File: src/hdl/tva_pkg.sv
// shared types and constants for the tagged value alu
// no dependencies; imported by every module of the block
`default_nettype none

package tva_pkg;

  localparam int unsigned MODE_W = 4;
  localparam int unsigned TAG_W  = 2;

  // operand and result type tags
  localparam logic [TAG_W-1:0] TAG_NUM  = 2'd0;
  localparam logic [TAG_W-1:0] TAG_BOOL = 2'd1;
  localparam logic [TAG_W-1:0] TAG_ERR  = 2'd2;

  // operation codes
  typedef enum logic [MODE_W-1:0] {
    MODE_IF  = 4'd0,
    MODE_OR  = 4'd1,
    MODE_AND = 4'd2,
    MODE_EQ  = 4'd3,
    MODE_LT  = 4'd4,
    MODE_ADD = 4'd5,
    MODE_SUB = 4'd6,
    MODE_MUL = 4'd7,
    MODE_DIV = 4'd8,
    MODE_REM = 4'd9,
    MODE_NOT = 4'd10,
    MODE_NEG = 4'd11
  } mode_e;

  // control that rides along with each word through the pipeline
  typedef struct packed {
    logic [TAG_W-1:0] tag;     // final result tag
    logic             div_op;  // result is the floored quotient
    logic             rem_op;  // result is the floored modulo
    logic             na;      // dividend negative
    logic             nb;      // divisor negative
  } ctrl_t;

endpackage : tva_pkg

`default_nettype wire

File: src/hdl/tva_div_cell.sv
// one cell of the divider chain: one restoring step, one quotient bit
// depends on tva_pkg
`default_nettype none

module tva_div_cell #(
  parameter int unsigned W = 32
) (
  input  wire logic           clk_i,
  input  wire logic           rst_ni,
  input  wire logic           in_valid_i,
  output logic                in_ready_o,
  input  wire tva_pkg::ctrl_t in_ctrl_i,
  input  wire logic [W-1:0]   in_val_i,
  input  wire logic [W-1:0]   in_dvs_i,
  input  wire logic [W-1:0]   in_rem_i,
  input  wire logic [W-1:0]   in_dq_i,
  output logic                out_valid_o,
  input  wire logic           out_ready_i,
  output tva_pkg::ctrl_t      out_ctrl_o,
  output logic [W-1:0]        out_val_o,
  output logic [W-1:0]        out_dvs_o,
  output logic [W-1:0]        out_rem_o,
  output logic [W-1:0]        out_dq_o
);
  import tva_pkg::*;

  logic         valid_q;
  ctrl_t        ctrl_q;
  logic [W-1:0] val_q, dvs_q;
  logic [W-1:0] rem_d, rem_q;
  logic [W-1:0] dq_d, dq_q;
  logic [W:0]   trial;
  logic [W:0]   diff;
  logic         qbit;

  // shift in the next dividend bit and try the subtract
  assign trial = {in_rem_i, in_dq_i[W-1]};
  assign diff  = trial - {1'b0, in_dvs_i};
  assign qbit  = !diff[W];
  assign rem_d = qbit ? diff[W-1:0] : trial[W-1:0];
  assign dq_d  = {in_dq_i[W-2:0], qbit};

  assign in_ready_o = !valid_q || out_ready_i;

  // cell valid
  always_ff @(posedge clk_i or negedge rst_ni) begin
    if (!rst_ni) begin
      valid_q <= 1'b0;
    end else if (in_ready_o) begin
      valid_q <= in_valid_i;
    end
  end

  // cell payload
  always_ff @(posedge clk_i) begin
    if (in_ready_o && in_valid_i) begin
      ctrl_q <= in_ctrl_i;
      val_q  <= in_val_i;
      dvs_q  <= in_dvs_i;
      rem_q  <= rem_d;
      dq_q   <= dq_d;
    end
  end

  assign out_valid_o = valid_q;
  assign out_ctrl_o  = ctrl_q;
  assign out_val_o   = val_q;
  assign out_dvs_o   = dvs_q;
  assign out_rem_o   = rem_q;
  assign out_dq_o    = dq_q;

endmodule : tva_div_cell

`default_nettype wire

File: config.mk
export PLATFORM = sky130hd
export DESIGN_NAME = tva_div_cell
export DESIGN_NICKNAME = d
export VERILOG_FILES = /design/src/hdl/tva_pkg.sv /design/src/hdl/tva_div_cell.sv
export SDC_FILE = /design/constraint.sdc
export NUM_CORES = 1
export LEC_CHECK = 0
export BUFFER_PORTS_ARGS = -buffer_cell sky130_fd_sc_hd__buf_4
export CORE_ASPECT_RATIO = 1.2
export CORE_MARGIN = 5
export CORE_UTILIZATION = 44
export DETAILED_ROUTE_END_ITERATION = 8
export HOLD_SLACK_MARGIN = 0.03
export PLACE_DENSITY = 0.81
export SLEW_MARGIN = 20
export SYNTH_ARGS = -nofsm -noshare
export SYNTH_HDL_FRONTEND = slang
export SYNTH_SLANG_ARGS = --single-unit
File: constraint.sdc
create_clock -name clk_i -period 4.1 [get_ports clk_i]
set_input_delay 0.82 -clock clk_i [delete_from_list [all_inputs] [get_ports clk_i]]
set_output_delay 0.82 -clock clk_i [all_outputs]
set_load 0.02 [all_outputs]
## Yosys cells after proc, flatten, opt, wreduce, memory -nomap -nowiden

Index checks and enable logic that the tools add are counted.

| storage, ports and cells | value |
|---|---|
| output and inout port bits | 136 |
| register bits | 135 |
| input port bits | 138 |
| word-level logic and storage cells | 16 |

| cells by class | value |
|---|---|
| reductions and logical operators | 4 |
| $add $sub $neg | 1 |
| muxes and demuxes | 1 |

Operators by type and width:

| operator | number |
|---|---|
| $sub 33x32->33 | 1 |
| $mux 32 | 1 |
| $logic_not 1->1 | 2 |
| $logic_and 1x1->1 | 1 |
| $logic_or 1x1->1 | 1 |

## Logic depth before layout (Yosys ltp)

| depth | value |
|---|---|
| word-level depth | 3 |
| gate-level depth with buffers | 13 |
| gate-level depth less buffers | 12 |

## Worst setup path before layout

Ideal clock, no wire load.

| path | value |
|---|---|
| path kind | input -> register |
| start | in out_ready_i |
| end | reg ctrl_q, in the netlist out_ctrl_o[0], enable pin |
| arrival | 4.197 ns |
| data required time | 3.591 ns |
| setup slack | -0.606 ns |
| setup time | 0.509 ns |
| cell stages on the path | 2 |
| path buffers | 0 |
| path through | nand2b_1 and2_1 |

| between the ends | value |
|---|---|
| word-level cells in the longest chain between the ends | 2 |

Ends and longest elaborated chain:

| what | RTL line | RTL |
|---|---|---|
| start: declaration | tva_div_cell.sv:18 | `input wire logic out_ready_i,` |
| $logic_or 1x1->1 | tva_div_cell.sv:43 | `assign in_ready_o = !valid_q \|\| out_ready_i;` |
| $logic_and 1x1->1 | tva_div_cell.sv:56 | `if (in_ready_o && in_valid_i) begin` |
| end signal: assignment | tva_div_cell.sv:57 | `ctrl_q <= in_ctrl_i;` |
| end: declaration | tva_div_cell.sv:28 | `ctrl_t ctrl_q;` |

No other way between the ends.
A chain may end at the register's enable or synchronous reset.

## Final worst setup path

| path | value |
|---|---|
| start | in in_dvs_i[0] |
| end | reg rem_q[22], in the netlist out_rem_o[22] (data pin) |

| between the ends | value |
|---|---|
| word-level cells in the longest chain between the ends | 2 |

Ends and longest elaborated chain:

| what | RTL line | RTL |
|---|---|---|
| start: declaration | tva_div_cell.sv:14 | `input wire logic [W-1:0] in_dvs_i,` |
| $sub 33x32->33 | tva_div_cell.sv:38 | `assign diff = trial - {1'b0, in_dvs_i};` |
| $mux 32 | tva_div_cell.sv:40 | `assign rem_d = qbit ? diff[W-1:0] : trial[W-1:0];` |
| named net rem_d[22] | tva_div_cell.sv:30 | `logic [W-1:0] rem_d, rem_q;` |
| end signal: assignment | tva_div_cell.sv:60 | `rem_q <= rem_d;` |
| end: declaration | tva_div_cell.sv:30 |  |

The timed path passes the listed nets, and every way through them passes these cells.

==> impl_metrics.ini <==
[setup_path]
required_ns = 4.26
cp_common_cell = a21oi_1
critPathLaunchType = input pin
critPathCaptureType = flip-flop
crit_cells = 12
crit_family = compound AO/OA/AOI/OAI gates
worstSetupStartpoint = in_dvs_i[0]
endpoint = out_rem_o[22]$_DFFE_PP_
reg2reg_from = out_valid_o$_DFFE_PN0N_
reg2reg_to = out_rem_o[23]$_DFFE_PP_
cp_max_fo = 15
critPathSlowestCell = fa_1
crit_buf_inv = 3
reg2reg_slack_ns = 2.43
crit_chain = buf_4 > ha_1 > fa_1 > nand2b_1 > a21oi_1 > o211ai_1 > a21oi_1 > o21a_1 > o211ai_4 > inv_2 > buf_12 > mux2_4
path_class = in2reg
slowest_delay_ns = 0.40
arrival_ns = 3.53
reg2reg_depth = 3

[clock_tree]
cts_hold_buffers = 0
root_buffer = clkbuf_16
cts_tree = done
post_cts_buffers = 0
clk_latency_ns = 0.42
cts_buffers = 17
clock_sinks = 135
htreeDepth = 4
clk_pin_slew_worst_paths_ns = 0.06
cts_resized = 0
clockBufferDepth = 2

[timing]
setup_tns_ns = 0
skew_ns = 0.0111
period_share_pct = 82.2
rsz0062_at_grt = no
max_clock_freq_mhz = 297
slew_headroom_pct = 56.8
tightest_slew_ns = 0.649
setup_viol = 0
slew_violations = 0
final.min_clock_period_ns = 3.37
final_hold_viol_count = 0

[route]
drt_first_iter_violations = 293
final_antenna_net_count = 0
wl_um = 20000
drc = 0
viasPerCell = 5.17
first_pass_iters = 4
vias = 5149
wire_per_inst_um = 20.1

[pwr]
ir_drop_uv = 226
p_leak_nw = 4.18
power_density_nw_per_um2 = 438
power.total_mw = 4.14

[die]
io_pins = 274
core_um2 = 14500
dieWidth_um = 121
die_area_um2 = 17400
start_util_pct = 45.1
dieHeight_um = 143
rows = 48

[grt]
grt_pass1_wl_um = 29100
use_met2_pct = 40.5
grt-ovfl-total = 0
grtUsageMet3_pct = 8.74
grt_max_degree = 84
busiest_layer = met2
gr-usage-met1_pct = 23.1
antenna_found_initial = 0
track_usage_pct = 22.2
grt_pass1_vias = 5273

[synth]
yosysWarnings = 0
synthCells = 498
synth_fa_ha_area_share_pct = 6.45
synth_top_area_share_pct = 61.7
ys_seq_area_share_pct = 62.1
syn-num-nets = 669
synth_compound_area_share_pct = 12.2
synthArstFlopShare_pct = 0.741
synth_xor_area_share_pct = 3.22
synth_simple_gate_area_share_pct = 8.23
synth-edff-count = 134
netlist_area_um2 = 6520
synth_largest_area_cell = edfxtp_1
synthMuxAreaShare_pct = 4.14
ys_ff_latch = 135
ys.flop_type = edfxtp_1
synth_top_family_by_area = compound AO/OA/AOI/OAI gates
synth_area_per_cell_um2 = 13.1
synthTopCellsByArea = edfxtp_1, ha_1, mux2_4, a21oi_1, nand2_1
synth_cell_types = 50

[worst_hold_path]
hold_path.class = in2async

[run]
cap_violations = 0

[cells_and_area]
regArea_um2 = 4050
area_growth_syn_to_layout_pct = 44.8
final_nets = 954
nFillCells = 1081
n_antenna_cell = 0
multi_input_area_um2 = 2240
drive_above_1_share_pct = 42.2

[place]
gp_congestion = 0.923
port_buffers = 273
dp_hpwl_um = 15800

[status]
status = finished, final reports clean
==> layout make-up <==
type / instances / share of cell area [%]
Sequential cell: 135 / 42.9
Multi-Input combinational cell: 306 / 23.7
Timing Repair Buffer: 281 / 22.6
Clock buffer: 19 / 4.69
Tap cell: 200 / 2.65
Clock inverter: 13 / 1.79
Inverter: 42 / 1.67
==> cells in the final DEF, fill, tap and decap left out, types with 6 or more instances in the layout <==
master and count:
edfxtp_1 134, ha_1 32, clkbuf_16 17, a21o_1 15
buf_4 279, o21a_1 6, nand4_1 7, and3_1 6
inv_1 41, o21ai_0 24, mux2_4 18, nand3_1 11
a21oi_1 34, o211ai_1 8, nand2b_1 7, xor2_1 10
xnor2_1 14, nor2_1 16, nand2_1 44
==> cells by family after synthesis <==
group                    Yosys count
multiplexers                      18
flip-flops                       135
AO/OA/AOI/OAI                    120
XOR/XNOR                          24
adder cells (fa/ha/maj)           33
AND/OR/NAND/NOR                  111
buffers and inverters             57
==> state kept, by name, summed over array words and instances (netlist names) <==
signal / cells
out_ctrl_o: 6
out_dq_o: 32
out_dvs_o: 32
out_rem_o: 32
out_val_o: 32
out_valid_o: 1
==> where the power goes <==
group | switching [mW] | internal, mW
registers | 0.0302 | 1.65
logic | 0.484 | 0.405
clock network | 0.590 | 0.979
==> cells in the mapped netlist (10+ instances only) <==
master / count
nand3_1: 11
inv_1: 41
a21o_1: 15
nand2_1: 44
edfxtp_1: 134
xnor2_1: 14
a21oi_1: 34
ha_1: 32
nor2_1: 16
clkbuf_1: 11
o21ai_0: 24
xor2_1: 10
mux2_4: 18
==> per-stage QoR <==
stage / instance area [µm²] / utilization, % / setup WS, ns / std cells / hold slack, ns
finish: 9440 / 65.2 / 0.732 / 996 / 0.162
global route: 9440 / 65.2 / 0.633 / 996 / 0.146
CTS: 9440 / 65.2 / 0.773 / 996 / 0.146
detailed placement: 8830 / 61.0 / 0.341 / 964 / 0.558
global placement: 8830 / 61.0 / 0.446 / 964 / 0.526
floorplan: 6520 / - / 0.748 / 498 / 0.524
==> routing by layer <==
metal | vias to the layer above | routed length, µm
met5 | - | 0
met4 | 0 | 463
met3 | 29 | 1870
met2 | 224 | 10600
met1 | 2461 | 7090
li1 | 2435 | -
==> worst min path at each step <==
stage,start,endpoint,slack (ns)
after floorplan,rst_ni,out_valid_o$_DFFE_PN0N_,0.52
after global placement,out_valid_o$_DFFE_PN0N_,out_valid_o$_DFFE_PN0N_,0.53
after detailed placement,out_valid_o$_DFFE_PN0N_,out_valid_o$_DFFE_PN0N_,0.56
after CTS,rst_ni,out_valid_o$_DFFE_PN0N_,0.15
after global routing,rst_ni,out_valid_o$_DFFE_PN0N_,0.15
final,rst_ni,out_valid_o$_DFFE_PN0N_,0.16
No activity file was read; power rests on OpenSTA's default activity.
