### config.mk
export PLATFORM = sky130hd
export DESIGN_NAME = tva_post
export DESIGN_NICKNAME = d
export VERILOG_FILES = /design/src/hdl/tva_pkg.sv /design/src/hdl/tva_post.sv
export SDC_FILE = /design/constraint.sdc
export NUM_CORES = 1
export LEC_CHECK = 0
export BUFFER_PORTS_ARGS = -buffer_cell sky130_fd_sc_hd__buf_2
export CAP_MARGIN = 20
export CORE_ASPECT_RATIO = 0.7
export CORE_MARGIN = 8
export CORE_UTILIZATION = 60
export CTS_CLUSTER_DIAMETER = 40
export DETAILED_ROUTE_END_ITERATION = 8
export PLACE_DENSITY = 0.88
export SLEW_MARGIN = 20
export SYNTH_ARGS = -nofsm -noshare
export SYNTH_HDL_FRONTEND = slang
export SYNTH_SLANG_ARGS = --single-unit
### constraint.sdc
create_clock -name clk_i -period 3.5 [get_ports clk_i]
set_input_delay 0.175 -clock clk_i [delete_from_list [all_inputs] [get_ports clk_i]]
set_output_delay 0.175 -clock clk_i [all_outputs]
set_load 0.005 [all_outputs]
### src/hdl/tva_pkg.sv
// shared types and constants for the tagged value alu
// no dependencies; imported by every module of the block
`default_nettype none

package tva_pkg;

  localparam int unsigned MODE_W = 4;
  localparam int unsigned TAG_W  = 2;

  // operand and result type tags
  localparam logic [TAG_W-1:0] TAG_NUM  = 2'd0;
  localparam logic [TAG_W-1:0] TAG_BOOL = 2'd1;
  localparam logic [TAG_W-1:0] TAG_ERR  = 2'd2;

  // operation codes
  typedef enum logic [MODE_W-1:0] {
    MODE_IF  = 4'd0,
    MODE_OR  = 4'd1,
    MODE_AND = 4'd2,
    MODE_EQ  = 4'd3,
    MODE_LT  = 4'd4,
    MODE_ADD = 4'd5,
    MODE_SUB = 4'd6,
    MODE_MUL = 4'd7,
    MODE_DIV = 4'd8,
    MODE_REM = 4'd9,
    MODE_NOT = 4'd10,
    MODE_NEG = 4'd11
  } mode_e;

  // control that rides along with each word through the pipeline
  typedef struct packed {
    logic [TAG_W-1:0] tag;     // final result tag
    logic             div_op;  // result is the floored quotient
    logic             rem_op;  // result is the floored modulo
    logic             na;      // dividend negative
    logic             nb;      // divisor negative
  } ctrl_t;

endpackage : tva_pkg

`default_nettype wire

### src/hdl/tva_post.sv
// back stage: floored sign fix of quotient and modulo, output register
// depends on tva_pkg
`default_nettype none

module tva_post #(
  parameter int unsigned W = 32
) (
  input  wire logic                      clk_i,
  input  wire logic                      rst_ni,
  input  wire logic                      in_valid_i,
  output logic                           in_ready_o,
  input  wire tva_pkg::ctrl_t            in_ctrl_i,
  input  wire logic [W-1:0]              in_val_i,
  input  wire logic [W-1:0]              in_dvs_i,
  input  wire logic [W-1:0]              in_rem_i,
  input  wire logic [W-1:0]              in_dq_i,
  output logic                           out_valid_o,
  input  wire logic                      out_ready_i,
  output logic [tva_pkg::TAG_W-1:0]      out_tag_o,
  output logic [W-1:0]                   out_value_o
);
  import tva_pkg::*;

  logic             valid_q;
  logic [TAG_W-1:0] tag_q;
  logic [W-1:0]     value_d, value_q;
  logic [W-1:0]     quo, modv;
  logic             rm_nz, differ;

  assign rm_nz  = (in_rem_i != '0);
  assign differ = in_ctrl_i.na ^ in_ctrl_i.nb;

  // floored quotient: -(q+1) is ~q
  always_comb begin
    if (!differ) begin
      quo = in_dq_i;
    end else if (rm_nz) begin
      quo = ~in_dq_i;
    end else begin
      quo = '0 - in_dq_i;
    end
  end

  // floored modulo takes the sign of the divisor
  always_comb begin
    if (!differ) begin
      modv = in_ctrl_i.na ? ('0 - in_rem_i) : in_rem_i;
    end else if (!rm_nz) begin
      modv = '0;
    end else if (in_ctrl_i.nb) begin
      modv = in_rem_i - in_dvs_i;
    end else begin
      modv = in_dvs_i - in_rem_i;
    end
  end

  // result select
  always_comb begin
    if (in_ctrl_i.div_op) begin
      value_d = quo;
    end else if (in_ctrl_i.rem_op) begin
      value_d = modv;
    end else begin
      value_d = in_val_i;
    end
  end

  assign in_ready_o = !valid_q || out_ready_i;

  // output valid
  always_ff @(posedge clk_i or negedge rst_ni) begin
    if (!rst_ni) begin
      valid_q <= 1'b0;
    end else if (in_ready_o) begin
      valid_q <= in_valid_i;
    end
  end

  // output payload
  always_ff @(posedge clk_i) begin
    if (in_ready_o && in_valid_i) begin
      tag_q   <= in_ctrl_i.tag;
      value_q <= value_d;
    end
  end

  assign out_valid_o = valid_q;
  assign out_tag_o   = tag_q;
  assign out_value_o = value_q;

endmodule : tva_post

`default_nettype wire

# After elaboration in Yosys (flattened, before gate mapping)
# Cells that the tools add are included.
dict set report word_totals {
  rom_bits 0
  ram_bits 0
  latchBits 0
  inputBits 138
  mem_count 0
  out_inout_bits 36
  ff_bits 35
}
dict set report op_classes {
  muxes 8
  reduce_logical 4
  div 0
  add_sub_neg 4
  eq_ne 0
  n_lt_le_gt_ge 0
  shifts 0
  multipliers 0
  bitwise 2
}
# operator count
set op_table {}
lappend op_table {{two-way mux 32 bit} 8}
lappend op_table {{subtractor 1 x 32 -> 32 bit, first input constant} 2}
lappend op_table {{subtractor 32 bit} 2}
lappend op_table {{inverter 32 bit} 1}
lappend op_table {{nonzero test 32 bit} 1}
lappend op_table {{logical AND 1 bit} 1}
lappend op_table {{zero test 1 bit} 1}
lappend op_table {{logical OR 1 bit} 1}
lappend op_table {{bitwise XOR 1 bit} 1}

# Logic depth before layout (Yosys ltp)
dict set report logic_depth {
  depth_word 6
  depth_mapped 12
}

# Worst setup path after synthesis
# OpenSTA, ideal clock, no wires.
dict set report synth_path {
  path_type {input-to-reg}
  startpoint {input in_rem_i[1]}
  endpoint {register value_q[24], in the netlist out_value_o[24] (data pin)}
  arrival_ns 2.499
  slack_ns 0.865
  n_path_buf 0
  cell_stages 10
  setup_time_ns 0.135
  required_time_ns 3.365
  cell_sequence {inv_1 > ha_1 > or3b_2 > nor2_2 > nand4_4 > nor4_4 > nor2_1 > a311oi_2 > or4b_1 > nand3_1}
}
dict set report synth_via {
  elab_chain_cells 6
}
# element line
set synth_rtl {}
lappend synth_rtl {{start: declaration} tva_post.sv:15} ;# input wire logic [W-1:0] in_rem_i,
lappend synth_rtl {{subtractor 32 bit, on equally long branches} {tva_post.sv:53, tva_post.sv:51}}
lappend synth_rtl {{two-way mux 32 bit} tva_post.sv:50} ;# end else if (in_ctrl_i.nb) begin
lappend synth_rtl {{two-way mux 32 bit} tva_post.sv:48} ;# end else if (!rm_nz) begin
lappend synth_rtl {{two-way mux 32 bit} tva_post.sv:46} ;# if (!differ) begin
lappend synth_rtl {{two-way mux 32 bit} tva_post.sv:61} ;# end else if (in_ctrl_i.rem_op) begin
lappend synth_rtl {{two-way mux 32 bit *} tva_post.sv:59} ;# if (in_ctrl_i.div_op) begin
lappend synth_rtl {{named net value_d[24]} tva_post.sv:26} ;# logic [W-1:0] value_d, value_q;
lappend synth_rtl {{end signal: assignment} tva_post.sv:83} ;# value_q <= value_d;
lappend synth_rtl {{end: declaration} tva_post.sv:26}
# Mark *: on every way through the listed nets, which the timed path passes. The rest lies on a longest branch.
# A chain may end at the register's enable or synchronous reset.

# Final worst setup path
dict set report layout_path {
  startpoint {input in_rem_i[1]}
  endpoint {register value_q[23], in the netlist out_value_o[23] (data pin)}
}
# Same word-level chain as after synthesis.

==> results.rst <==
.. list-table::
   :header-rows: 1

   * - Metric
     - Value
   * - Syn Nets
     - 1215
   * - Number of antenna repair diodes
     - 0
   * - Unrepaired setup endpoints after global routing
     - no
   * - Area of the mapped netlist
     - 7136 µm²
   * - Share of total power consumed by net switching
     - 0.4354
   * - Bufs on Longest Clock Path
     - 2
   * - Placer's final routability congestion estimate
     - 0.9892
   * - Core Rows
     - 33
   * - Clock group share of total power
     - 0.199
   * - Floorplan die width
     - 146.3 µm
   * - Cell internal pwr
     - 1.217 mW
   * - Status
     - complete, no violations
   * - Most common flop cell mapped by yosys
     - edfxtp_1
   * - Initial Util
     - 0.6128
   * - IO buf count
     - 173
   * - Number of global-route vias before repair
     - 8311
   * - Full die area
     - 15690 µm²
   * - Number of cells on the worst hold path
     - 1
   * - Startpoint Class
     - input port
   * - Hold Startpoint
     - in_ctrl_i[5]
   * - Drt total wl
     - 29130 µm
   * - Wire length of the first global-routing pass
     - 44870 µm
   * - Number of cells traversed by the worst register-to-register path
     - 3
   * - Clk root buf
     - clkbuf_16
   * - Synthesized instance count
     - 1009
   * - Data required time at the worst endpoint
     - 3570 ps
   * - Largest clock skew in the final design
     - 4.855 ps
   * - Number of hold violations in the final report
     - 0
   * - Total gr overflow
     - 0
   * - CTS tree
     - done
   * - Type of the worst setup path
     - input port to flip-flop
   * - Number of warnings issued by yosys
     - 0
   * - Number of pins with negative max-slew slack in the final report
     - 0
   * - Leak
     - 3.568 nW
   * - Number of flops mapped to enable cells by yosys
     - 34
   * - Final Net Count
     - 1365
   * - Final worst setup slack
     - 277.1 ps
   * - Source of the worst register-to-register timing path
     - out_valid_o
   * - Clock transition at the registers of the reported paths
     - 50 ps
   * - Count of pins on the block boundary
     - 174
   * - Standard cell core area
     - 11640 µm²
   * - Register-to-register setup slack
     - 2100 ps
   * - Gr usage total
     - 0.3499
   * - Largest fanout on the critical path
     - 6
   * - Async SR Flop Fraction
     - 0.02857
   * - Signal arrival time at the worst endpoint
     - 3300 ps
   * - CTS resizes
     - 0
   * - Buffer count from post-CTS setup fixing
     - 0
   * - Highest Clock Rate
     - 310.3 MHz
   * - Avg Inst Size Synth
     - 7.072 µm²
   * - Number of nets still failing antenna checks after routing
     - 0
   * - Total number of vias
     - 9127
   * - Max Cap Viol
     - 0
   * - Via/cell ratio
     - 6.935
   * - Final setup violation count
     - 0
   * - Maximum level of the CTS H-tree
     - 2
   * - Post-route fraction of the period consumed by the critical path
     - 0.9208
   * - Share of cells above drive strength 1
     - 0.1976
   * - TritonCTS Buffers
     - 5
   * - Count of cell types in the netlist
     - 73
   * - Setup TNS
     - 0 ps
   * - Layout Area Growth over Synthesis
     - 16.83%
   * - Post-Place Worst Slack
     - 165.3 ps
   * - First drt pass iteration count
     - 6
   * - Slew at the pin closest to its max-slew limit
     - 1013 ps
   * - Sequential Power Share
     - 0.243
   * - Most frequent cells in the layout
     - 173 x buf_2, 107 x a21oi_1, 85 x nor2_1
   * - Die Ht
     - 107.2 µm
   * - DRC violation total after the first TritonRoute iteration
     - 1499
   * - Terminating pin of the worst hold path
     - out_tag_o[1]
   * - Worst-path cell with the longest stage delay
     - nor3_2
   * - DR WL/cell
     - 22.13 µm
   * - Clock sink count
     - 35
   * - Seq/Total Area, Yosys
     - 0.1466
   * - Post-cts hold buffer count
     - 1
   * - Pin count of the biggest net entering global routing
     - 35
   * - Tightest slew margin relative to the limit
     - 0.3221
   * - Slowest stage delay, CP
     - 540 ps
   * - Clock latency reported for the late side of the worst-skew pair
     - 290 ps
   * - DRC viols
     - 0
   * - Worst-path cell chain
     - buf_2, inv_1, ha_1, nor3b_1, nand4_1, nor3_2, nand3_1, nor2_1, a21oi_1, xnor2_1, a221oi_1
   * - Capture instance of the worst register-to-register path
     - out_value_o[0]
   * - Setup crit end kind
     - flip-flop
   * - Path class of the lowest-slack min-delay path
     - input port to flip-flop
   * - Combinational share of power
     - 0.558
   * - Power density normalized to cell area
     - 258.5 nW/µm²
   * - Worst voltage drop across the vdd grid
     - 0.1943 mV
   * - Most frequent standard cell in the layout excluding fill and tap cells
     - buf_2
   * - Shortest period the worst path allows
     - 3223 ps
   * - Number of fill cells
     - 1000
   * - Antenna violations before repair
     - 0
   * - Synthesized flop and latch total
     - 35
   * - Sw Pwr
     - 0.9384 mW
   * - Placed wire-length estimate
     - 23550 µm
[layer usage]
layer,global-route usage,vias to the layer above,share of wire
li1,-,4095,-
met1,0.4790,4169,0.41
met2,0.5257,759,0.42
met3,0.08919,104,0.14
met4,0.1179,0,0.034
met5,0,-,0
[state kept, by name, summed over array words and instances (netlist names)]
signal       flops
out_tag_o        2
out_valid_o      1
out_value_o     32
[power groups by stage]
stage                     logic, mW  clock network, mW  registers, mW
after floorplan               0.713                  0          0.536
final                          1.20              0.429          0.524
after global placement         1.14                  0          0.531
after CTS                      1.16              0.420          0.523
after detailed placement       1.15                  0          0.531
after global routing           1.29              0.443          0.525
[through the flow]
stage	power, mW	utilization	hold slack [ps]	area (µm²)	cells
floorplan	1.249	-	-120.6	7136	1009
global placement	1.672	0.7034	-49.82	8190	1308
detailed placement	1.681	0.7036	-49.48	8193	1308
CTS	2.102	0.7160	66.39	8337	1316
global route	2.256	0.7160	61.76	8337	1316
finish	2.155	0.7160	63.77	8337	1316
[kinds of logic (layout without fill, tap and decap cells)]
logic type / Yosys count / after routing / synth area share
simple gates: 324 / 324 / 0.2358
xor+xnor: 55 / 55 / 0.06751
fa+ha+maj: 68 / 68 / 0.1213
buf+inv: 138 / 288 / 0.07259
mux: 8 / 8 / 0.01122
compound gates: 381 / 381 / 0.3449
flops: 35 / 35 / 0.1466
[critical path: cells and delay by family]
family | cells | cell delay [ps]
adder cells (fa/ha/maj) | 1 | 220
AO/OA/AOI/OAI | 2 | 470
AND/OR/NAND/NOR | 5 | 2010
XOR/XNOR | 1 | 150
buffers and inverters | 2 | 280
[synthesized netlist by cell type (8+ instances only)]
cell type	n	share of area
a21oi_1	107	0.075
nor2_1	86	0.045
nand2_1	82	0.043
inv_1	78	0.041
ha_1	66	0.12
o21ai_0	61	0.043
clkbuf_1	55	0.029
xnor2_1	41	0.050
edfxtp_1	34	0.14
nor3_1	33	0.023
nand3_1	31	0.022
o21ai_1	31	0.022
o211ai_1	26	0.027
a211oi_1	15	0.016
nand4_1	15	0.013
nor4_1	15	0.013
a21o_1	14	0.015
a221oi_1	14	0.017
xor2_1	14	0.017
o31ai_1	13	0.014
a31oi_1	10	0.0088
o21a_1	10	0.011
nor2b_1	9	0.0079
a22oi_1	8	0.0084
mux2i_1	8	0.011
[how the worst max path moves through the flow]
stage                      endpoint  cells past startpoint        start  slack, ps
floorplan           out_value_o[24]                     10  in_rem_i[1]        870
global placement    out_value_o[26]                      9  in_rem_i[1]        280
detailed placement  out_value_o[31]                     11  in_rem_i[1]        170
CTS                 out_value_o[31]                     11  in_rem_i[1]        450
global route        out_value_o[29]                     11  in_rem_i[1]        120
finish              out_value_o[23]                     11  in_rem_i[1]        280
[final cells by class]
cell class | instances | area (µm²) | area share
Multi-Input combinational cell | 836 | 5582 | 0.6695
Timing Repair Buffer | 201 | 1079 | 0.1294
Sequential cell | 35 | 1046 | 0.1255
Inverter | 80 | 300.3 | 0.03602
Tap cell | 157 | 196.4 | 0.02356
Clock buffer | 5 | 125.1 | 0.01501
Clock inverter | 2 | 8.758 | 0.001051
No activity file was read; power rests on OpenSTA's default activity.
