## src/hdl/tva_pkg.sv

```systemverilog
// shared types and constants for the tagged value alu
// no dependencies; imported by every module of the block
`default_nettype none

package tva_pkg;

  localparam int unsigned MODE_W = 4;
  localparam int unsigned TAG_W  = 2;

  // operand and result type tags
  localparam logic [TAG_W-1:0] TAG_NUM  = 2'd0;
  localparam logic [TAG_W-1:0] TAG_BOOL = 2'd1;
  localparam logic [TAG_W-1:0] TAG_ERR  = 2'd2;

  // operation codes
  typedef enum logic [MODE_W-1:0] {
    MODE_IF  = 4'd0,
    MODE_OR  = 4'd1,
    MODE_AND = 4'd2,
    MODE_EQ  = 4'd3,
    MODE_LT  = 4'd4,
    MODE_ADD = 4'd5,
    MODE_SUB = 4'd6,
    MODE_MUL = 4'd7,
    MODE_DIV = 4'd8,
    MODE_REM = 4'd9,
    MODE_NOT = 4'd10,
    MODE_NEG = 4'd11
  } mode_e;

  // control that rides along with each word through the pipeline
  typedef struct packed {
    logic [TAG_W-1:0] tag;     // final result tag
    logic             div_op;  // result is the floored quotient
    logic             rem_op;  // result is the floored modulo
    logic             na;      // dividend negative
    logic             nb;      // divisor negative
  } ctrl_t;

endpackage : tva_pkg

`default_nettype wire

```

## src/hdl/tva_pre.sv

```systemverilog
// front stage: type check, all non-divide operations including multiply, divider setup
// depends on tva_pkg
`default_nettype none

module tva_pre #(
  parameter int unsigned W = 32
) (
  input  wire logic                     clk_i,
  input  wire logic                     rst_ni,
  input  wire logic                     in_valid_i,
  output logic                          in_ready_o,
  input  wire logic [tva_pkg::MODE_W-1:0] mode_i,
  input  wire logic [tva_pkg::TAG_W-1:0]  a_tag_i,
  input  wire logic [W-1:0]             a_value_i,
  input  wire logic [tva_pkg::TAG_W-1:0]  b_tag_i,
  input  wire logic [W-1:0]             b_value_i,
  input  wire logic [tva_pkg::TAG_W-1:0]  c_tag_i,
  input  wire logic [W-1:0]             c_value_i,
  output logic                          out_valid_o,
  input  wire logic                     out_ready_i,
  output tva_pkg::ctrl_t                out_ctrl_o,
  output logic [W-1:0]                  out_val_o,
  output logic [W-1:0]                  out_dvs_o,
  output logic [W-1:0]                  out_rem_o,
  output logic [W-1:0]                  out_dq_o
);
  import tva_pkg::*;

  logic         valid_q;
  ctrl_t        ctrl_d, ctrl_q;
  logic [W-1:0] val_d, val_q;
  logic [W-1:0] ma_d, ma_q;
  logic [W-1:0] mb_d, mb_q;
  logic         nums, bools;
  logic [W-1:0] prod;
  logic [W-1:0] one_w;

  assign one_w = {{(W-1){1'b0}}, 1'b1};
  assign nums  = (a_tag_i == TAG_NUM) && (b_tag_i == TAG_NUM);
  assign bools = (a_tag_i == TAG_BOOL) && (b_tag_i == TAG_BOOL);
  assign prod  = a_value_i * b_value_i;

  // decode and evaluate
  always_comb begin
    ctrl_d     = '0;
    ctrl_d.tag = TAG_ERR;
    val_d      = '0;
    ctrl_d.na  = a_value_i[W-1];
    ctrl_d.nb  = b_value_i[W-1];
    ma_d       = a_value_i[W-1] ? (~a_value_i + one_w) : a_value_i;
    mb_d       = b_value_i[W-1] ? (~b_value_i + one_w) : b_value_i;
    unique case (mode_i)
      MODE_IF: begin
        if (c_tag_i == TAG_BOOL) begin
          if (c_value_i == one_w) begin
            ctrl_d.tag = a_tag_i;
            val_d      = a_value_i;
          end else begin
            ctrl_d.tag = b_tag_i;
            val_d      = b_value_i;
          end
        end
      end
      MODE_OR: begin
        if (bools) begin
          ctrl_d.tag = TAG_BOOL;
          val_d      = ((a_value_i != '0) || (b_value_i != '0)) ? one_w : '0;
        end
      end
      MODE_AND: begin
        if (bools) begin
          ctrl_d.tag = TAG_BOOL;
          val_d      = ((a_value_i != '0) && (b_value_i != '0)) ? one_w : '0;
        end
      end
      MODE_EQ: begin
        if (nums) begin
          ctrl_d.tag = TAG_BOOL;
          val_d      = (a_value_i == b_value_i) ? one_w : '0;
        end
      end
      MODE_LT: begin
        if (nums) begin
          ctrl_d.tag = TAG_BOOL;
          val_d      = ($signed(a_value_i) < $signed(b_value_i)) ? one_w : '0;
        end
      end
      MODE_ADD: begin
        if (nums) begin
          ctrl_d.tag = TAG_NUM;
          val_d      = a_value_i + b_value_i;
        end
      end
      MODE_SUB: begin
        if (nums) begin
          ctrl_d.tag = TAG_NUM;
          val_d      = a_value_i - b_value_i;
        end
      end
      MODE_MUL: begin
        if (nums) begin
          ctrl_d.tag = TAG_NUM;
          val_d      = prod;
        end
      end
      MODE_DIV: begin
        if (nums && (b_value_i != '0)) begin
          ctrl_d.tag    = TAG_NUM;
          ctrl_d.div_op = 1'b1;
        end
      end
      MODE_REM: begin
        if (nums && (b_value_i != '0)) begin
          ctrl_d.tag    = TAG_NUM;
          ctrl_d.rem_op = 1'b1;
        end
      end
      MODE_NOT: begin
        if (a_tag_i == TAG_BOOL) begin
          ctrl_d.tag = TAG_BOOL;
          val_d      = (a_value_i == '0) ? one_w : '0;
        end
      end
      MODE_NEG: begin
        if (a_tag_i == TAG_NUM) begin
          ctrl_d.tag = TAG_NUM;
          val_d      = '0 - a_value_i;
        end
      end
      default: begin
        ctrl_d.tag = TAG_ERR;
      end
    endcase
    // error results carry a zero value
    if (ctrl_d.tag == TAG_ERR) begin
      val_d = '0;
    end
  end

  assign in_ready_o = !valid_q || out_ready_i;

  // stage valid
  always_ff @(posedge clk_i or negedge rst_ni) begin
    if (!rst_ni) begin
      valid_q <= 1'b0;
    end else if (in_ready_o) begin
      valid_q <= in_valid_i;
    end
  end

  // stage payload
  always_ff @(posedge clk_i) begin
    if (in_ready_o && in_valid_i) begin
      ctrl_q <= ctrl_d;
      val_q  <= val_d;
      ma_q   <= ma_d;
      mb_q   <= mb_d;
    end
  end

  assign out_valid_o = valid_q;
  assign out_ctrl_o  = ctrl_q;
  assign out_val_o   = val_q;
  assign out_dvs_o   = mb_q;
  assign out_rem_o   = '0;
  assign out_dq_o    = ma_q;

endmodule : tva_pre

`default_nettype wire

```

## config.mk

```make
export PLATFORM = sky130hd
export DESIGN_NAME = tva_pre
export DESIGN_NICKNAME = d
export VERILOG_FILES = /design/src/hdl/tva_pkg.sv /design/src/hdl/tva_pre.sv
export SDC_FILE = /design/constraint.sdc
export NUM_CORES = 2
export LEC_CHECK = 0
export BUFFER_PORTS_ARGS = -buffer_cell sky130_fd_sc_hd__buf_4
export CELL_PAD_IN_SITES_DETAIL_PLACEMENT = 2
export CELL_PAD_IN_SITES_GLOBAL_PLACEMENT = 2
export CORE_MARGIN = 2
export CORE_UTILIZATION = 32
export DETAILED_ROUTE_END_ITERATION = 12
export PLACE_DENSITY = 0.69
export RECOVER_POWER = 50
export SYNTH_ARGS = -nofsm -noshare
export SYNTH_HDL_FRONTEND = slang
export SYNTH_SLANG_ARGS = --single-unit
```

## constraint.sdc

```tcl
create_clock -name clk_i -period 4.6 [get_ports clk_i]
set_input_delay 0.69 -clock clk_i [delete_from_list [all_inputs] [get_ports clk_i]]
set_output_delay 0.69 -clock clk_i [all_outputs]
set_load 0.02 [all_outputs]
```

==> Word level (Yosys, flattened, before mapping) <==
Cells that the tools add are included.
{ "op_classes": {"n_mux": 30, "n_eq_ne": 17, "n_bitwise": 2, "addsub": 5, "mul": 1, "magnitude_cmp": 1, "reduce_logical": 17} }
{ "op_table": {"columns": ["operator", "n"], "rows": [
  ["$pmux W32 S10", 1],
  ["$mux W32", 6],
  ["$add A32 B1 Y32 const B", 2],
  ["$not A32 Y32", 2],
  ["$reduce_bool A32 Y1", 2],
  ["$mux W31", 2],
  ["$add A32 B32 Y32", 1],
  ["$eq A32 B1 Y1 const B", 1],
  ["$eq A32 B32 Y1", 1],
  ["$logic_not A32 Y1", 1],
  ["$lt A32 B32 Y1", 1],
  ["$mul A32 B32 Y32", 1],
  ["$sub A1 B32 Y32 const A", 1],
  ["$sub A32 B32 Y32", 1],
  ["$eq A4 B3 Y1 const B", 4],
  ["$eq A4 B4 Y1 const B", 4],
  ["$mux W2", 8],
  ["$pmux W2 S8", 1],
  ["$mux W1", 11],
  ["$eq A4 B2 Y1 const B", 2],
  ["$eq A2 B1 Y1 const B", 3],
  ["$logic_and A1 B1 Y1", 5],
  ["$eq A4 B1 Y1 const B", 1],
  ["$logic_not A2 Y1", 2],
  ["7 further kinds", 9]
]} }
{ "word_totals": {"wordCells": 84, "input_bits": 110, "ff_bits": 103, "output_inout_bits": 136} }

==> Depth between registers and ports, before layout <==
{ "depth": {"word_depth": 6, "ltp_mapped": 29, "depth_no_buf": 26} }

==> Worst setup path after synthesis <==
Ideal clock, no wire load.
{ "synth_timing": {"kind": "in2reg", "startpoint": "in a_value_i[15]", "endpoint": "reg val_q[31], in the netlist out_val_o[31] (data pin)", "path_buffers": 3, "setup_ns": 0.272, "setup_slack_ns": -3.408, "arrival_time_ns": 7.736, "required_ns": 4.328, "cell_stages": 25, "path_cell_list": "clkbuf_1 -> clkbuf_1 -> and2_1 -> fa_1 -> fa_1 -> fa_1 -> inv_1 -> fa_1 -> inv_1 -> fa_1 -> fa_1 -> fa_1 -> fa_1 -> ha_1 -> clkbuf_1 -> a21oi_1 -> o211ai_1 -> a41oi_1 -> o31a_1 -> o41ai_1 -> a221o_1 -> o31ai_1 -> xnor2_1 -> nor3_1 -> or4_1"} }
{ "synth_between": {"elab_chain_cells": 3, "elab_cells_between_ends": 9, "cone_classes": "add/sub (3); mul (1); mux (5)"} }
{ "synth_lines": {"columns": ["element", "line", "text"], "rows": [
  ["from (decl)", "tva_pre.sv:14", "input wire logic [W-1:0] a_value_i,"],
  ["$mul A32 B32 Y32 (tied with other cells)", "tva_pre.sv:41", "assign prod = a_value_i * b_value_i;"],
  ["$mux W32, on equally long branches", null, null],
  ["$pmux W32 S10 *", "tva_pre.sv:52", "unique case (mode_i)"],
  ["to (signal assigned)", "tva_pre.sv:155", "val_q <= val_d;"],
  ["to (decl)", "tva_pre.sv:31", "logic [W-1:0] val_d, val_q;"]
]} }
Every way passes the cells marked *; elsewhere a longest branch is shown, timed or not.
A chain may end at the register's enable or synchronous reset.

==> Worst setup path in the final report <==
{ "layout_timing": {"startpoint": "in a_value_i[6]", "endpoint": "reg val_q[31], in the netlist out_val_o[31] (data pin)"} }
Same word-level chain as after synthesis.

==> results.py <==
metrics = {
    "yosys": {
        "synthCells": 2945,
        "syn-mean-instance-area_um2": 8.71,
        "ys_dominant_reg_cell": "sky130_fd_sc_hd__edfxtp_1",
        "post-synth-top-area-fraction_pct": 32.0,
        "yosys_warnings": 0,
        "dominant_cell_by_count_in_the_synthesized_netlist": "sky130_fd_sc_hd__inv_1",
        "post_synthesis_sequential_area_ratio_pct": 12.0,
        "mappedNetlistArea_mm2": 0.0257,
        "number_of_synthesized_flops_with_an_enable_pin": 102,
        "asyncSetResetFlopFracSynth_pct": 0.971,
        "synth_commonest_cells": "440 x sky130_fd_sc_hd__inv_1, 410 x sky130_fd_sc_hd__fa_1, 326 x sky130_fd_sc_hd__nand2_1, 260 x sky130_fd_sc_hd__and2_1, 188 x sky130_fd_sc_hd__ha_1",
        "number_of_distinct_library_cell_variants_in_the_gate_level_netlist_after_synthesis": 90,
        "post_synth_main_area_contributors": "sky130_fd_sc_hd__fa_1 32%, sky130_fd_sc_hd__edfxtp_1 12%, sky130_fd_sc_hd__ha_1 9.2%",
        "yosys_register_bits": 103,
        "synth_top_cell_by_area": "sky130_fd_sc_hd__fa_1",
    },
    "place": {
        "place.port_buffers": 213,
        "place.detailed.hpwl_um": 113000,
        "placement.setup.worst_slack_ns": -3.85,
        "place_congestion": 0.938,
    },
    "timing": {
        "finalMaxSlewViolations": 131,
        "timing_worst_slew_pin_value_ns": 3.67,
        "final.period_utilization_pct": 171,
        "max-slew-margin-rel_pct": -145,
        "unrepaired_setup_endpoints_after_global_routing": "true",
        "period_minus_slack_ns": 7.87,
        "fmax_mhz": 127,
        "final_critical_path_setup_slack_ns": -3.27,
        "final-hold-violation-count": 0,
        "setup-violations-final": 32,
        "fin_skew_ns": 0.0241,
    },
    "cts": {
        "cts_tree": "done",
        "htreeDepth": 3,
        "clockRootBuffer": "sky130_fd_sc_hd__clkbuf_16",
        "clk_pin_slew_ns": 0.11,
        "cts_buffers": 9,
        "clock_path_buffers": 2,
        "clkSinkCount": 103,
        "clk_latency_worst_skew_pair_ns": 0.43,
    },
    "global_route": {
        "groute.usage.overall_pct": 34.3,
        "largest_net_degree_at_the_start_of_global_routing": 66,
        "grt_first_pass_wirelength_um": 204000,
        "grt_antenna_before_repair": 15,
        "globalRouteOverflowTotal": 0,
        "first_global_vias": 28875,
    },
    "drt": {
        "detail_route.first_pass.iterations": 6,
        "drtIter0Drc": 1884,
        "drt.antenna.violating_nets": 0,
        "totalWireLength_um": 142000,
        "drc": 0,
        "routedWlPerCell_um": 31.4,
        "vias": 25239,
        "routed_via_density": 5.56,
    },
    "layout": {
        "area.growth.synth_to_final_pct": 30.1,
        "layout-drive-gt1-share_pct": 24.6,
        "nNetsFinal": 4183,
        "multi_input_comb_area_mm2": 0.0215,
        "number_of_fillers_in_the_final_layout": 8699,
        "ff_latch_area_mm2": 0.00309,
    },
    "die": {
        "std_cell_rows": 103,
        "core_area_mm2": 0.0791,
        "chip_height_um": 287,
        "floorplan.die.width_um": 287,
        "initial_core_util_pct": 32.4,
        "i_o_pins": 246,
        "floorplan.die_area_mm2": 0.0825,
    },
    "min_path": {
        "hold_path.startpoint": "in_valid_i",
        "worst_hold_path.num_cells": 2,
        "holdPathEnd": "out_valid_o$_DFFE_PN0N_",
        "hp-class": "input port to register",
    },
    "setup_path": {
        "worst-endpoint-arrival_ns": 8.05,
        "cp_common_cell": "sky130_fd_sc_hd__fa_1",
        "worst_setup_start_kind": "input port",
        "setup.worst_path.class": "input port to register",
        "r2r_setup_slack_ns": 0.76,
        "r2r.worst_path.cells": 3,
        "cp_data_required_time_ns": 4.78,
        "r2r_end": "out_val_o[9]$_SDFFCE_PN0P_",
        "critical-path-slowest-cell": "sky130_fd_sc_hd__fa_2",
        "crit_fanout": 5,
        "critPathMaxStageDelay_ns": 0.60,
        "worst_r2r_startpoint": "out_valid_o$_DFFE_PN0N_",
        "cp-end-kind": "register",
    },
    "run_status": {
        "violations": "max-capacitance violations, max-slew violations, negative setup slack",
        "outcome": "finished with violations",
    },
    "flow_run": {
        "max-cap-violations": 3,
    },
}
==> stage by stage <==
stage	cell area (µm²)	hold WS (ns)	setup TNS, ns	instances	util, %
6_report	33400	0.456	-66.70	4536	42.2
4_1_cts	33500	0.451	-57.07	4524	42.3
5_1_grt	33400	0.461	-68.88	4531	42.2
3_3_place_gp	31600	0.466	-72.21	4477	39.9
3_5_place_dp	31600	0.468	-76.34	4477	39.9
2_1_floorplan	26400	0.394	-46.49	2976	-
==> kinds of logic (layout without fill, tap and decap cells) <==
kind of cell	after synthesis	in the layout	share of synthesized area, %
AOI/OAI and AO/OA	445	445	11.7
buffers and inverters	660	1164	10.2
and+or+nand+nor	966	966	19.0
DFF	103	103	12.0
muxes	12	12	0.473
xor gates and xnor gates	160	160	5.46
adders and majority gates	598	598	41.2
other	1	38	0.0146
==> timing repair <==
item	in CTS	in global routing
resized for setup	274	50
gates cloned	1	0
setup buffers	38	13
pin swaps	111	64
endpoints found under the setup margin	27	27
endpoints found under the hold margin	1	0
hold buffers	1	0
==> per-layer routing <==
| layer | share of wire, % | GRT usage (%) | wire (µm) |
|---|---|---|---|
| met1 | 40 | 43.4 | 56900 |
| met2 | 47 | 56.7 | 66800 |
| met3 | 7.7 | 6.83 | 11000 |
| met4 | 5.2 | 15.1 | 7420 |
| met5 | 0.085 | 0 | 121 |
==> sequential cells by signal, summed over array words and instances, names as in the netlist <==
| signal | cells |
|---|---|
| out_ctrl_o | 6 |
| out_valid_o | 1 |
| out_dvs_o | 32 |
| out_val_o | 32 |
| out_dq_o | 32 |
==> how the worst max path moves through the flow <==
stage	from	end	cells past startpoint
finish	a_value_i[6]	out_val_o[31]$_SDFFCE_PN0P_	31
global route	a_value_i[6]	out_val_o[31]$_SDFFCE_PN0P_	31
CTS	a_value_i[15]	out_val_o[31]$_SDFFCE_PN0P_	26
detailed placement	b_value_i[2]	out_val_o[31]$_SDFFCE_PN0P_	26
global placement	b_value_i[2]	out_val_o[31]$_SDFFCE_PN0P_	26
floorplan	a_value_i[18]	out_val_o[31]$_SDFFCE_PN0P_	25
==> cell type report <==
cell class                      count  share of cell area, %
Antenna cell                        6                 0.0450
Clock inverter                      7                  0.221
Multi-Input combinational cell   2213                   64.4
Clock buffer                        9                  0.675
Tap cell                         1050                   3.94
Inverter                          445                   5.04
Sequential cell                   103                   9.25
Timing Repair Buffer              703                   16.4
==> critical path, delay by kind of cell <==
family	cells	cell delay [ns]
compound gates	7	1.32
xor+xnor	1	0.11
fa+ha+maj	9	4.00
buf+inv	11	1.25
simple gates	3	0.64
==> cell usage in the layout, fill, tap and decap left out, drive strengths merged, types with 7 or more instances in the layout <==
master / instances
a31oi: 23
nor3b: 10
ha: 188
nor4: 22
a221oi: 36
o22ai: 18
nor2: 153
o21bai: 11
fa: 410
a21o: 31
mux2i: 11
buf: 588
nand3: 24
o31ai: 19
a21oi: 110
nand2b: 34
o21a: 10
nor3: 50
nor2b: 15
a221o: 7
inv: 447
or3: 32
xor2: 31
o211ai: 8
xnor2: 129
nand4: 9
o41ai: 7
and2: 260
conb: 32
o21ai: 90
a211oi: 16
clkbuf: 122
nand2: 326
edfxtp: 102
and3: 8
Power is not shown: default switching activity piles up to over one toggle a cycle in this logic, so the estimate is an artifact.
